[src/sbc_pkg.sv]
// sbc_pkg: shared types and constants for the sphere/box contact engine
// no dependencies; used by sbc_front, sbc_queue, sbc_back and the top level
package sbc_pkg;

    localparam int Axes       = 3;
    localparam int DvWidth    = 34;
    localparam int SqrtStages = 32;
    localparam int QuoBits    = 17;
    localparam logic [QuoBits-1:0] NormOne = 17'd65536;

    // classified item handed from the front to the back
    typedef struct packed {
        logic [Axes-1:0][31:0]        c;
        logic [30:0]                  r;
        logic [Axes-1:0][31:0]        pt;
        logic [Axes-1:0][DvWidth-1:0] dv;
        logic [Axes-1:0][30:0]        gap;
        logic                         gap_fail;
        logic                         in_box;
    } t_cls;

    // payload carried down the back pipeline
    typedef struct packed {
        logic [Axes-1:0][31:0] c;
        logic [30:0]           r;
        logic [Axes-1:0][31:0] pt;
        logic [Axes-1:0]       neg;
        logic [Axes-1:0][30:0] m;
        logic                  in_box;
        logic                  hit;
        logic                  zero;
    } t_work;

endpackage

[src/sbc_front.sv]
// sbc_front: input register and per-axis slab classification
// depends on sbc_pkg; feeds sbc_queue
module sbc_front (
    input  logic          i_clk,
    input  logic          i_rst_n,
    input  logic          i_valid,
    output logic          o_stall,
    input  logic [31:0]   i_center_x,
    input  logic [31:0]   i_center_y,
    input  logic [31:0]   i_center_z,
    input  logic [30:0]   i_radius,
    input  logic [31:0]   i_box_min_x,
    input  logic [31:0]   i_box_min_y,
    input  logic [31:0]   i_box_min_z,
    input  logic [31:0]   i_box_max_x,
    input  logic [31:0]   i_box_max_y,
    input  logic [31:0]   i_box_max_z,
    output logic          o_push,
    output sbc_pkg::t_cls o_item,
    input  logic          i_full
);
    logic                            r_valid;
    logic [sbc_pkg::Axes-1:0][31:0]  r_c, r_lo, r_hi;
    logic [30:0]                     r_r;
    logic                            n_accept;

    assign o_stall  = r_valid && i_full;
    assign o_push   = r_valid && !i_full;
    assign n_accept = i_valid && !o_stall;

    always_ff @(posedge i_clk) begin
        if (!i_rst_n) begin
            r_valid <= 1'b0;
        end else if (n_accept) begin
            r_valid <= 1'b1;
        end else if (o_push) begin
            r_valid <= 1'b0;
        end
    end

    always_ff @(posedge i_clk) begin
        if (n_accept) begin
            r_c  <= {i_center_z, i_center_y, i_center_x};
            r_lo <= {i_box_min_z, i_box_min_y, i_box_min_x};
            r_hi <= {i_box_max_z, i_box_max_y, i_box_max_x};
            r_r  <= i_radius;
        end
    end

    always_comb begin
        logic [sbc_pkg::Axes-1:0] below, above;
        logic signed [34:0]       cs, ls, hs, gap, dvv;
        o_item          = '0;
        o_item.c        = r_c;
        o_item.r        = r_r;
        o_item.gap_fail = 1'b0;
        for (int i = 0; i < sbc_pkg::Axes; i++) begin
            cs       = 35'(signed'(r_c[i]));
            ls       = 35'(signed'(r_lo[i]));
            hs       = 35'(signed'(r_hi[i]));
            below[i] = cs < ls;
            above[i] = !below[i] && (cs > hs);
            gap      = below[i] ? (ls - cs) : (above[i] ? (cs - hs) : 35'sd0);
            if (gap > 35'(r_r)) begin
                o_item.gap_fail = 1'b1;
            end
            o_item.gap[i] = gap[30:0];
            o_item.pt[i]  = below[i] ? r_lo[i] : (above[i] ? r_hi[i] : r_c[i]);
        end
        o_item.in_box = ~|(below | above);
        for (int i = 0; i < sbc_pkg::Axes; i++) begin
            cs = 35'(signed'(r_c[i]));
            ls = 35'(signed'(r_lo[i]));
            hs = 35'(signed'(r_hi[i]));
            if (o_item.in_box) begin
                dvv = (cs <<< 1) - (ls + hs);
            end else begin
                dvv = cs - 35'(signed'(o_item.pt[i]));
            end
            o_item.dv[i] = dvv[sbc_pkg::DvWidth-1:0];
        end
    end
endmodule

[config.mk]
export PLATFORM = sky130hd
export DESIGN_NAME = sbc_front
export DESIGN_NICKNAME = d
export VERILOG_FILES = /design/src/sbc_pkg.sv /design/src/sbc_front.sv
export SDC_FILE = /design/constraint.sdc
export NUM_CORES = 2
export LEC_CHECK = 0
export BUFFER_PORTS_ARGS = -buffer_cell sky130_fd_sc_hd__buf_2
export CAP_MARGIN = 30
export CORE_AREA = 2 2 290 292
export CTS_CLUSTER_SIZE = 10
export DETAILED_ROUTE_END_ITERATION = 10
export DIE_AREA = 0 0 292 294
export GPL_TIMING_DRIVEN = 1
export HOLD_SLACK_MARGIN = 0.02
export PLACE_DENSITY = 0.65
export SLEW_MARGIN = 25
export SYNTH_ARGS = -nofsm -noshare
export SYNTH_HDL_FRONTEND = slang
export SYNTH_SLANG_ARGS = --single-unit
[constraint.sdc]
create_clock -name i_clk -period 22.4 [get_ports i_clk]
set_input_delay 1.12 -clock i_clk [delete_from_list [all_inputs] [get_ports i_clk]]
set_output_delay 1.12 -clock i_clk [all_outputs]
set_load 0.02 [all_outputs]
==> impl_metrics.tcl <==
set metrics [dict create \
    setup_violations 0 \
    synth_top_family_by_area "compound AO/OA/AOI/OAI gates" \
    cpMostUsedCell "a21oi_1" \
    h-tree-depth 2 \
    holdBufCountCts 0 \
    fin_nets 6058 \
    layout-drive-gt1-share_pct 16.5 \
    synth_seq_cells 320 \
    vias_per_cell 5.78 \
    cts_setup_buffers 0 \
    antenna_found_initial 22 \
    grt_usage_pct 32.0 \
    final_cell_area_sq_um 43700 \
    grt_pass1_vias 33600 \
    chipHeight_microns 294 \
    grt_max_degree 75 \
    min_period_ns 9.39 \
    muxShareOfSynthArea_pct 0.0834 \
    rsz0062_at_grt "false" \
    relSlewSlack_pct 29.8 \
    placed_area_sq_um 42400 \
    post_cts_resized 0 \
    max_stage_delay_ns 0.71 \
    end_kind "output port" \
    async_reset_ff_share_pct 0 \
    report.final.hold_viol_count 0 \
    post-route-period-util_pct 41.9 \
    grt_overflow_total 0 \
    hold_class "register to register" \
    fin_worst_skew_ns 0.0236 \
    clk_pin_slew_ns 0.06 \
    cts_sinks 320 \
    num-fill-cells 8005 \
    crit_buf_inv 3 \
    io_pins 745 \
    maxSlewViolCount 0 \
    insertion_delay_ns 0.60 \
    fmax_ghz 0.106 \
    dp_hpwl_microns 119000 \
    synth_area_per_cell_sq_um 8.44 \
    syn_to_final_growth_pct 16.4 \
    path_cells "inv_1 > ha_1 > nand2b_1 > a21oi_1 > o21ai_1 > o41ai_2 > a211oi_1 > o21ai_1 > a21o_4 > buf_4 > a21oi_1 > ha_1 > a21oi_1 > o2bb2ai_1 > a31oi_1 > a31o_2 > a41oi_1 > o31ai_1 > o41ai_1 > o2111ai_1 > a21oi_1 > nor3_1 > a21oi_1 > buf_2" \
    synth_top_cells_by_count "ha_1, inv_1, a21oi_1" \
    power_leakage_nw 21.2 \
    synth_top_area_share_pct 25.5 \
    critPathTopFamily "compound AO/OA/AOI/OAI gates" \
    synth_most_common_cell "ha_1" \
    synth_area_leader_cell "edfxtp_1" \
    maxCapViolations 0 \
    worst_slew_pin_slew_ns 1.04 \
    outcome "complete, no violations" \
    first_pass_iters 6 \
    vias 36100 \
    die_area_sq_um 85800 \
    power_w 0.00344 \
    synth_nets 5363 \
    fin_setup_tns_ns 0 \
    port_buffers 744 \
    ir_drop_v 0.0000693 \
    startpoint_type "register" \
    grt_pass1_wl_microns 208000 \
    first_iter_violations 3133 \
    gp_congestion 0.999 \
    synth_xor_area_share_pct 7.72 \
    clk_path_buf_depth 3 \
    synth_edf_count 319 \
    syn-cell-area_sq_um 37500 \
    start_util_pct 45.3 \
    critical_path_arrival_ns 8.27 \
    wire_per_inst_microns 22.9 \
    die_w_microns 292 \
    synthSimpleGateAreaFrac_pct 14.3 \
    synth-adder-area-share_pct 21.9 \
    synth_compound_area_share_pct 24.5 \
    ys_seq_area_share_pct 25.6 \
    cts_tree "done" \
    yosys-top-cells-area "edfxtp_1, ha_1, a21oi_1" \
    cts_root_buffer "clkbuf_16" \
    crit_type "register to output port" \
    ys_types 83 \
    drc 0 \
    cts_made_buffers 42 \
    hold_slack_ns 0.669 \
    netlist_instances 4446 \
    critPathSlowestCell "o41ai_1" \
    ant_nets 0 \
    wirelength_microns 143000 \
    crit_required_ns 21.28 \
    pwr_density_cell_nw_per_um2 78.8 \
    worstPathMaxFanout 55 \
    core_area_sq_um 82900 \
    yosysWarnings 0 \
    row_count 106 \
    synth_ff_type "edfxtp_1" \
]
-- tightest hold or removal path: cells and delay by family, from the launching register on --
kind	cells	cell delay (ns)
simple gates	1	0.20
flops	1	0.31
compound gates	1	0.13
-- metal layers --
layer / global-route usage (%) / up-vias / wire [microns]
met3: 5.54 / 204 / 10900
li1: - / 17500 / -
met2: 53.5 / 1358 / 66900
met1: 41.9 / 17100 / 60400
met5: 0 / - / 44
met4: 10.3 / 6 / 4810
-- flip-flops by register name, summed over array words and instances, names as in the netlist --
| name | count |
|---|---|
| o_item | 96 |
| r_hi | 96 |
| r_lo | 96 |
| r_r | 31 |
| r_valid | 1 |
-- where the power goes --
group	internal, W	switching, W
combinational	0.000743	0.00130
clock	0.000372	0.000275
sequential	0.000704	0.0000483
total	0.00182	0.00162
-- through the flow --
stage	setup WS (ns)	utilization [%]	cells
floorplan	6.09	-	4446
global placement	13.91	51.1	6176
detailed placement	13.83	51.1	6177
CTS	13.14	52.7	6247
global route	12.41	52.7	6251
finish	13.01	52.7	6254
-- layout by cell type, fill, tap and decap left out, types with 137 or more instances in the layout --
cell	Yosys	final
ha_1	489	489
xnor2_1	194	194
nor2_1	345	345
xor2_1	137	137
nand2_1	312	312
buf_2	14	745
inv_1	477	477
edfxtp_1	319	319
o21ai_0	220	220
a21oi_1	465	464
a21o_1	238	237
-- final timing paths --
check	from	endpoint	slack [ns]	depth (start not counted)
worst max-delay path	o_item[357]$_DFFE_PP_	o_item[162]	13.01	24
worst min-delay path	r_valid$_SDFFE_PN0P_	r_valid$_SDFFE_PN0P_	0.67	2
worst max register to register	r_valid$_SDFFE_PN0P_	r_hi[80]$_DFFE_PP_	19.37	4
worst min register to register	r_valid$_SDFFE_PN0P_	r_valid$_SDFFE_PN0P_	0.67	2
-- layout make-up --
type	instances	area (sq um)	share of cell area (%)
antenna	7	17.5	0.0401
sequential	320	9600	22.0
inverter	479	1800	4.12
tap	1080	1350	3.09
multi-input combinational	3534	25800	59.0
timing repair buffer	764	3870	8.86
clock inverter	15	128	0.292
clock buffer	55	1120	2.57
-- cells by family after synthesis --
logic type                 after synthesis
xor gates and xnor gates               331
and+or+nand+nor                       1134
DFF                                    320
buffers and inverters                  592
AOI/OAI and AO/OA                     1472
adders and majority gates              594
muxes                                    3
(Power assumes the default switching activity.)
