--- config.mk ---
export PLATFORM = sky130hd
export DESIGN_NAME = sbc_queue
export DESIGN_NICKNAME = d
export VERILOG_FILES = /design/src/sbc_pkg.sv /design/src/sbc_queue.sv
export SDC_FILE = /design/constraint.sdc
export NUM_CORES = 1
export LEC_CHECK = 0
export ABC_AREA = 1
export BUFFER_PORTS_ARGS = -buffer_cell sky130_fd_sc_hd__buf_2
export CORE_MARGIN = 2
export CORE_UTILIZATION = 32
export CTS_CLUSTER_DIAMETER = 30
export CTS_CLUSTER_SIZE = 20
export DETAILED_ROUTE_END_ITERATION = 8
export GPL_TIMING_DRIVEN = 0
export SYNTH_ARGS = -nofsm -noshare
export SYNTH_HDL_FRONTEND = slang
export SYNTH_SLANG_ARGS = --single-unit
export TNS_END_PERCENT = 30
--- constraint.sdc ---
create_clock -name i_clk -period 15.05 [get_ports i_clk]
set_input_delay 0.7525 -clock i_clk [delete_from_list [all_inputs] [get_ports i_clk]]
set_output_delay 0.7525 -clock i_clk [all_outputs]
set_load 0.02 [all_outputs]
--- src/sbc_pkg.sv ---
// sbc_pkg: shared types and constants for the sphere/box contact engine
// no dependencies; used by sbc_front, sbc_queue, sbc_back and the top level
package sbc_pkg;

    localparam int Axes       = 3;
    localparam int DvWidth    = 34;
    localparam int SqrtStages = 32;
    localparam int QuoBits    = 17;
    localparam logic [QuoBits-1:0] NormOne = 17'd65536;

    // classified item handed from the front to the back
    typedef struct packed {
        logic [Axes-1:0][31:0]        c;
        logic [30:0]                  r;
        logic [Axes-1:0][31:0]        pt;
        logic [Axes-1:0][DvWidth-1:0] dv;
        logic [Axes-1:0][30:0]        gap;
        logic                         gap_fail;
        logic                         in_box;
    } t_cls;

    // payload carried down the back pipeline
    typedef struct packed {
        logic [Axes-1:0][31:0] c;
        logic [30:0]           r;
        logic [Axes-1:0][31:0] pt;
        logic [Axes-1:0]       neg;
        logic [Axes-1:0][30:0] m;
        logic                  in_box;
        logic                  hit;
        logic                  zero;
    } t_work;

endpackage

--- src/sbc_queue.sv ---
// sbc_queue: short register queue between front and back
// depends on sbc_pkg for the item type
module sbc_queue #(
    parameter int DEPTH = 4
) (
    input  logic          i_clk,
    input  logic          i_rst_n,
    input  logic          i_push,
    input  sbc_pkg::t_cls i_item,
    output logic          o_full,
    input  logic          i_pop,
    output logic          o_empty,
    output sbc_pkg::t_cls o_item
);
    localparam int PtrW = (DEPTH > 1) ? $clog2(DEPTH) : 1;
    localparam int CntW = $clog2(DEPTH + 1);

    sbc_pkg::t_cls   r_mem [DEPTH];
    logic [PtrW-1:0] r_wp, r_rp;
    logic [CntW-1:0] r_cnt;

    assign o_full  = (r_cnt == CntW'(DEPTH));
    assign o_empty = (r_cnt == '0);
    assign o_item  = r_mem[r_rp];

    always_ff @(posedge i_clk) begin
        if (!i_rst_n) begin
            r_wp  <= '0;
            r_rp  <= '0;
            r_cnt <= '0;
        end else begin
            if (i_push) begin
                r_wp <= (r_wp == PtrW'(DEPTH - 1)) ? '0 : r_wp + 1'b1;
            end
            if (i_pop) begin
                r_rp <= (r_rp == PtrW'(DEPTH - 1)) ? '0 : r_rp + 1'b1;
            end
            r_cnt <= r_cnt + CntW'(i_push) - CntW'(i_pop);
        end
    end

    always_ff @(posedge i_clk) begin
        if (i_push) begin
            r_mem[r_wp] <= i_item;
        end
    end
endmodule

==> results of run 1 <==
==> registers in the layout, indices dropped and copies added (netlist names), named ones only <==
| register | count |
|---|---|
| r_cnt | 3 |
| r_rp | 2 |
| r_wp | 2 |
| r_mem | 1680 |
==> logic make-up after synthesis <==
group           after synthesis  share of synthesized area (%)
simple gates                861                           4.89
buf+inv                    1136                           7.22
flops                      1689                           76.5
fa+ha+maj                     8                          0.163
xor+xnor                      1                         0.0132
compound gates             1264                           11.2
==> power groups by stage <==
stage	clock network, mW	logic (mW)	registers, mW
2_1_floorplan	0	0.730	5.63
3_3_place_gp	0	1.37	5.72
3_5_place_dp	0	1.40	5.55
4_1_cts	7.92	1.49	5.47
5_1_grt	8.16	1.59	5.48
6_report	7.82	1.48	5.47
==> cells in the final DEF, fill, tap and decap left out, drive strengths merged <==
cell type	instances
a21oi	423
buf	1091
bufinv	53
clkbuf	472
clkinv	136
clkinvlp	25
dfxtp	9
diode	45
dlygate4sd3	363
edfxtp	1680
fa	1
ha	7
inv	867
nand2	851
nand3	1
nor2	7
nor3	2
o211ai	420
o21ai	421
xnor2	1
==> how the worst max path moves through the flow <==
stage | startpoint | endpoint | slack, ns
after floorplan | i_push | r_mem[3][0] | 5.11
after CTS | flip-flop | o_item[178] | 10.87
after global routing | flip-flop | o_item[178] | 10.91
after detailed placement | i_push | r_mem[3][352] | 11.56
final | flip-flop | o_item[178] | 11.19
after global placement | i_push | r_mem[2][309] | -2.39
==> what timing repair did <==
item	in CTS	in global routing
endpoints found under the setup margin	0	0
endpoints found under the hold margin	1385	0
gates resized for setup	0	0
hold buffers	363	0
==> critical path: stages, from the launching register on <==
cell and delay [ns]:
dfxtp_1 0.35, buf_4 0.29, buf_2 0.47, buf_2 0.40, o211ai_1 0.14, nand2_1 0.31
buf_2 0.24
==> area by class of cell <==
cell class / count / area (um^2) / area share, %
flip-flops and latches: 1689 / 50600 / 56.2
inverters: 855 / 3240 / 3.60
plain buffers: 281 / 1570 / 1.74
well taps: 2688 / 3360 / 3.73
clock buffers: 421 / 9470 / 10.5
multi-input cells: 2134 / 10800 / 12.0
clock inverters: 226 / 2600 / 2.89
repair buffers: 1224 / 8300 / 9.22
diodes: 45 / 113 / 0.125
==> per-layer routing <==
layer	up-vias	track usage, %	share of wire (%)
met5	-	0	0.13
met4	44	9.17	4.1
li1	20777	-	-
met1	21885	22.0	37
met3	456	6.29	9.6
met2	1901	31.3	49
==> impl_metrics.yaml, run 1 <==
synthesis:
  synth_area_leaders: "edfxtp_1, inv_1, nand2_1, o211ai_1, a21oi_1"
  synth_common_cells: "edfxtp_1, inv_1, nand2_1"
  synth.avg_cell_area_um2: 13.3
  synth_top_area_cell: "edfxtp_1"
  syn_nets: 5391
  ys.flop_type: "edfxtp_1"
  synthArstFlopShare_pct: 0
  ys_warn_count: 0
  netlist_area_um2: 66200
  synth.top_cell.area_share_pct: 76.2
  ys_ff_latch: 1689
  yosysMostFrequentCell: "edfxtp_1"
  synth_cell_types: 21
  synth-edff-count: 1680
  yosysSeqAreaShare_pct: 76.5
  syn_inst: 4959
timing:
  slew-limit-headroom_pct: 44.1
  rsz0062_at_grt: "no"
  skew_ns: 0.0623
  finalCritPeriodShare_pct: 25.7
  setup-violations-final: 0
  fin_crit_ns: 3.86
  hold_violations: 0
  layout_setup_ws_ns: 11.19
  holdWs_ns: 0.0876
  slew_violations: 0
  tns_ns: 0
  clock.fmax_mhz: 259
  worstMarginPinSlew_ns: 0.839
worst_hold_path:
  min-delay-start: "i_item[376]"
  hold_class: "in -> reg"
  whs_path_depth: 1
  min_delay_worst_endpoint: "r_mem[1][376]"
power:
  switching_share_pct: 24.1
  power_density_nw_per_um2: 164
  p_switching_mw: 3.55
  p_seq_share_pct: 37.1
  intPower_mw: 11.2
  ir_drop_uv: 127
  p_leak_nw: 35.7
  p_comb_share_pct: 10.0
  clkPwrFrac_pct: 52.9
  p_total_mw: 14.8
layout:
  final_cells: 9563
  final_nets: 6981
  stdcell_area_um2: 90100
  drive_gt1_share_pct: 24.2
  areaGrowthSynthToFinish_pct: 36.1
  finalCoreUtilization_pct: 43.9
  n_fill_cell: 18171
outcome:
  run_status: "completed"
clock_network:
  cts_tree: "yes"
  ctsHtreeMaxLevel: 5
  cts_sinks: 1689
  cts-root-buf: "clkbuf_16"
  clk_path_buf_depth: 4
  cts_made_buffers: 364
  clk_pin_slew_ns: 0.04
  insertion_delay_ns: 0.95
  cts_setup_buffers: 0
route:
  vias_per_cell: 4.71
  wire_per_inst_um: 21.6
  via_count: 45063
  ant_nets: 0
  drt-pass1-iter-count: 8
  remaining_drc_errors: 0
  drt_iter0_markers: 3955
  wl_um: 207000
global_routing:
  grt_pass1_vias: 44774
  grtUsageTotal_pct: 18.9
  grt_antenna_before_repair: 61
  grt_first_pass_wirelength_um: 296000
  grt_max_degree: 105
  globalRouteOverflowTotal: 0
floorplan:
  fp.dieArea_um2: 210000
  die_y_um: 459
  core_um2: 205000
  std_cell_rows: 166
  io_pins: 846
  die_x_um: 459
  initial_core_util_pct: 32.3
worst_setup_path:
  ff2ff_setup_slack_ns: 12.14
  cp_max_fo: 10
  worst_setup_path_end_kind: "output port"
  r2r_end: "r_mem[3][368]"
  crit_type: "reg -> out"
  cp.arrival_ns: 3.11
  ff2ff_path_depth: 5
  required_ns: 14.30
  worstReg2RegStart: "r_wp[0]"
  crit_path_start_kind: "flip-flop"
placement:
  placed_cell_area_um2: 74200
  hpwl_um: 133000
  port_buffers: 845
  gp_congestion: 0.814
  numPlacedInstances: 8508
  place_ws_ns: 11.56
flow_run:
  max_cap_violations: 0
Power figures use the tool's default switching activity.
==> run 2, diff against run 1 <==
- clock period: 15.05 -> 3.8 ns (I/O delays scaled with it)
==> run 2 against run 1 <==
Via count is 4.2% higher. Sequential cell count stayed put. Clock-buffer cell count is 1 lower. Register-to-register slack worse by 12 ns. Hold slack worse by 0.015 ns. Critical path depth stayed put. Power grew to 4.0 times the previous value. Clock skew is 0.015 ns higher. Wire length is 2.8% higher. Largest power group unchanged.
==> impl_metrics.yaml, run 2 (synthesis gave the netlist of run 1 again) <==
global_routing:
  grtUsageTotal_pct: 19.5
  grt_first_pass_wirelength_um: 306000
  grt_max_degree: 35
  grt_antenna_before_repair: 44
  grt_pass1_vias: 46972
  globalRouteOverflowTotal: 0
clock_network:
  insertion_delay_ns: 0.92
  cts_made_buffers: 372
  ctsHoldBuffers: 670
  cts_resized: 0
  clk_path_buf_depth: 4
  cts-root-buf: "clkbuf_16"
  ctsHtreeMaxLevel: 5
  cts_setup_buffers: 0
  cts_sinks: 1689
  clk_pin_slew_ns: 0.04
  cts_tree: "yes"
worst_hold_path:
  hold_class: "in -> reg"
layout:
  final_cells: 9901
  areaGrowthSynthToFinish_pct: 42.2
  reg_top3: "r_mem x1680, r_cnt x3"
  top_register: "r_mem"
  n_fill_cell: 17776
  layout_commonest_cell: "edfxtp_1"
  largest_register_ffs: 1680
  final_nets: 7341
  final_cell_mix: "edfxtp_1, buf_2, inv_1, nand2_1, dlygate4sd3_1"
  drive_gt1_share_pct: 24.0
timing:
  slew-limit-headroom_pct: 52.0
  fin_crit_ns: 3.40
  slew_violations: 0
  finalCritPeriodShare_pct: 89.5
  skew_ns: 0.0773
  hold_violations: 0
  clock.fmax_mhz: 294
  holdWs_ns: 0.0727
  rsz0062_at_grt: "no"
  worstMarginPinSlew_ns: 0.720
  tns_ns: 0
  setup-violations-final: 0
placement:
  port_buffers: 845
  hpwl_um: 139000
  gp_congestion: 0.818
  numPlacedInstances: 8553
power:
  power_density_nw_per_um2: 631
  ir_drop_uv: 594
  p_leak_nw: 37.3
worst_setup_path:
  crit_path_start_kind: "flip-flop"
  crit_type: "reg -> out"
  ff2ff_setup_slack_ns: 0.63
  cp_max_fo: 10
  worst_setup_path_end_kind: "output port"
  required_ns: 3.61
  cp.arrival_ns: 3.21
floorplan:
  std_cell_rows: 166
  core_um2: 205000
  fp.dieArea_um2: 210000
  die_y_um: 459
  initial_core_util_pct: 32.3
  io_pins: 846
  die_x_um: 459
route:
  drt-pass1-iter-count: 8
  drt_iter0_markers: 4230
  ant_nets: 0
  wl_um: 212000
  vias_per_cell: 4.74
  wire_per_inst_um: 21.4
  via_count: 46962
  remaining_drc_errors: 0
outcome:
  run_status: "completed"
flow_run:
  max_cap_violations: 0
## run 2: changes by cell type in the layout (fill, tap and decap cells not counted), moves of 10 or more
cell,change
dlygate4sd3_1,+307
buf_16,-15
inv_6,-10
clkinvlp_4,+17
buf_12,+60
diode_2,-22
## run 2: stage by stage
stage / util (%) / setup slack (ns) / total power, mW / cell area (um^2)
CTS: 45.9 / 0.168 / 59.8 / 94100
global route: 45.9 / 0.248 / 61.2 / 94100
global placement: 36.0 / -9.61 / 27.8 / 73800
finish: 45.9 / 0.400 / 59.4 / 94100
floorplan: - / -3.53 / 25.1 / 66200
detailed placement: 36.6 / 0.594 / 27.6 / 75000
## run 2: critical path: stages (launching register included)
cell and delay (ns):
dfxtp_1 0.33, buf_4 0.29, buf_2 0.58, buf_2 0.38, o211ai_1 0.13, nand2_1 0.28
buf_2 0.24
## run 2: final timing paths
kind | start | cells past startpoint | endpoint
worst min-delay path | i_item[7] | 2 | r_mem[2][7]
worst max register to register | r_wp[1] | 10 | r_mem[1][144]
worst max-delay path | flip-flop | 6 | o_item[342]
worst min register to register | r_rp[0] | 2 | r_rp[0]
## run 2: layout make-up
cell class | count | area, um^2 | share of cell area [%]
antenna | 23 | 57.6 | 0.0612
buffer | 281 | 1570 | 1.67
clock buffer | 420 | 9630 | 10.2
clock inverter | 235 | 2700 | 2.86
inverter | 855 | 3220 | 3.43
multi-input combinational | 2134 | 10800 | 11.5
sequential | 1689 | 50600 | 53.8
tap | 2688 | 3360 | 3.57
timing repair buffer | 1576 | 12200 | 12.9
## run 2: per-layer routing
metal	wire length, um	up-vias	track usage, %	part of all wire, %
li1	-	21483	-	-
met1	79800	22985	22.7	38
met2	104000	1972	32.8	49
met3	18800	492	6.01	8.9
met4	9410	30	8.86	4.4
met5	193	-	0	0.091
## run 2: power by group
group | leakage, nW | internal [mW] | total [mW] | switching, mW
Clock | 5.93 | 21.7 | 31.5 | 9.82
Combinational | 15.9 | 2.00 | 6.27 | 4.27
Sequential | 15.5 | 21.5 | 21.7 | 0.176
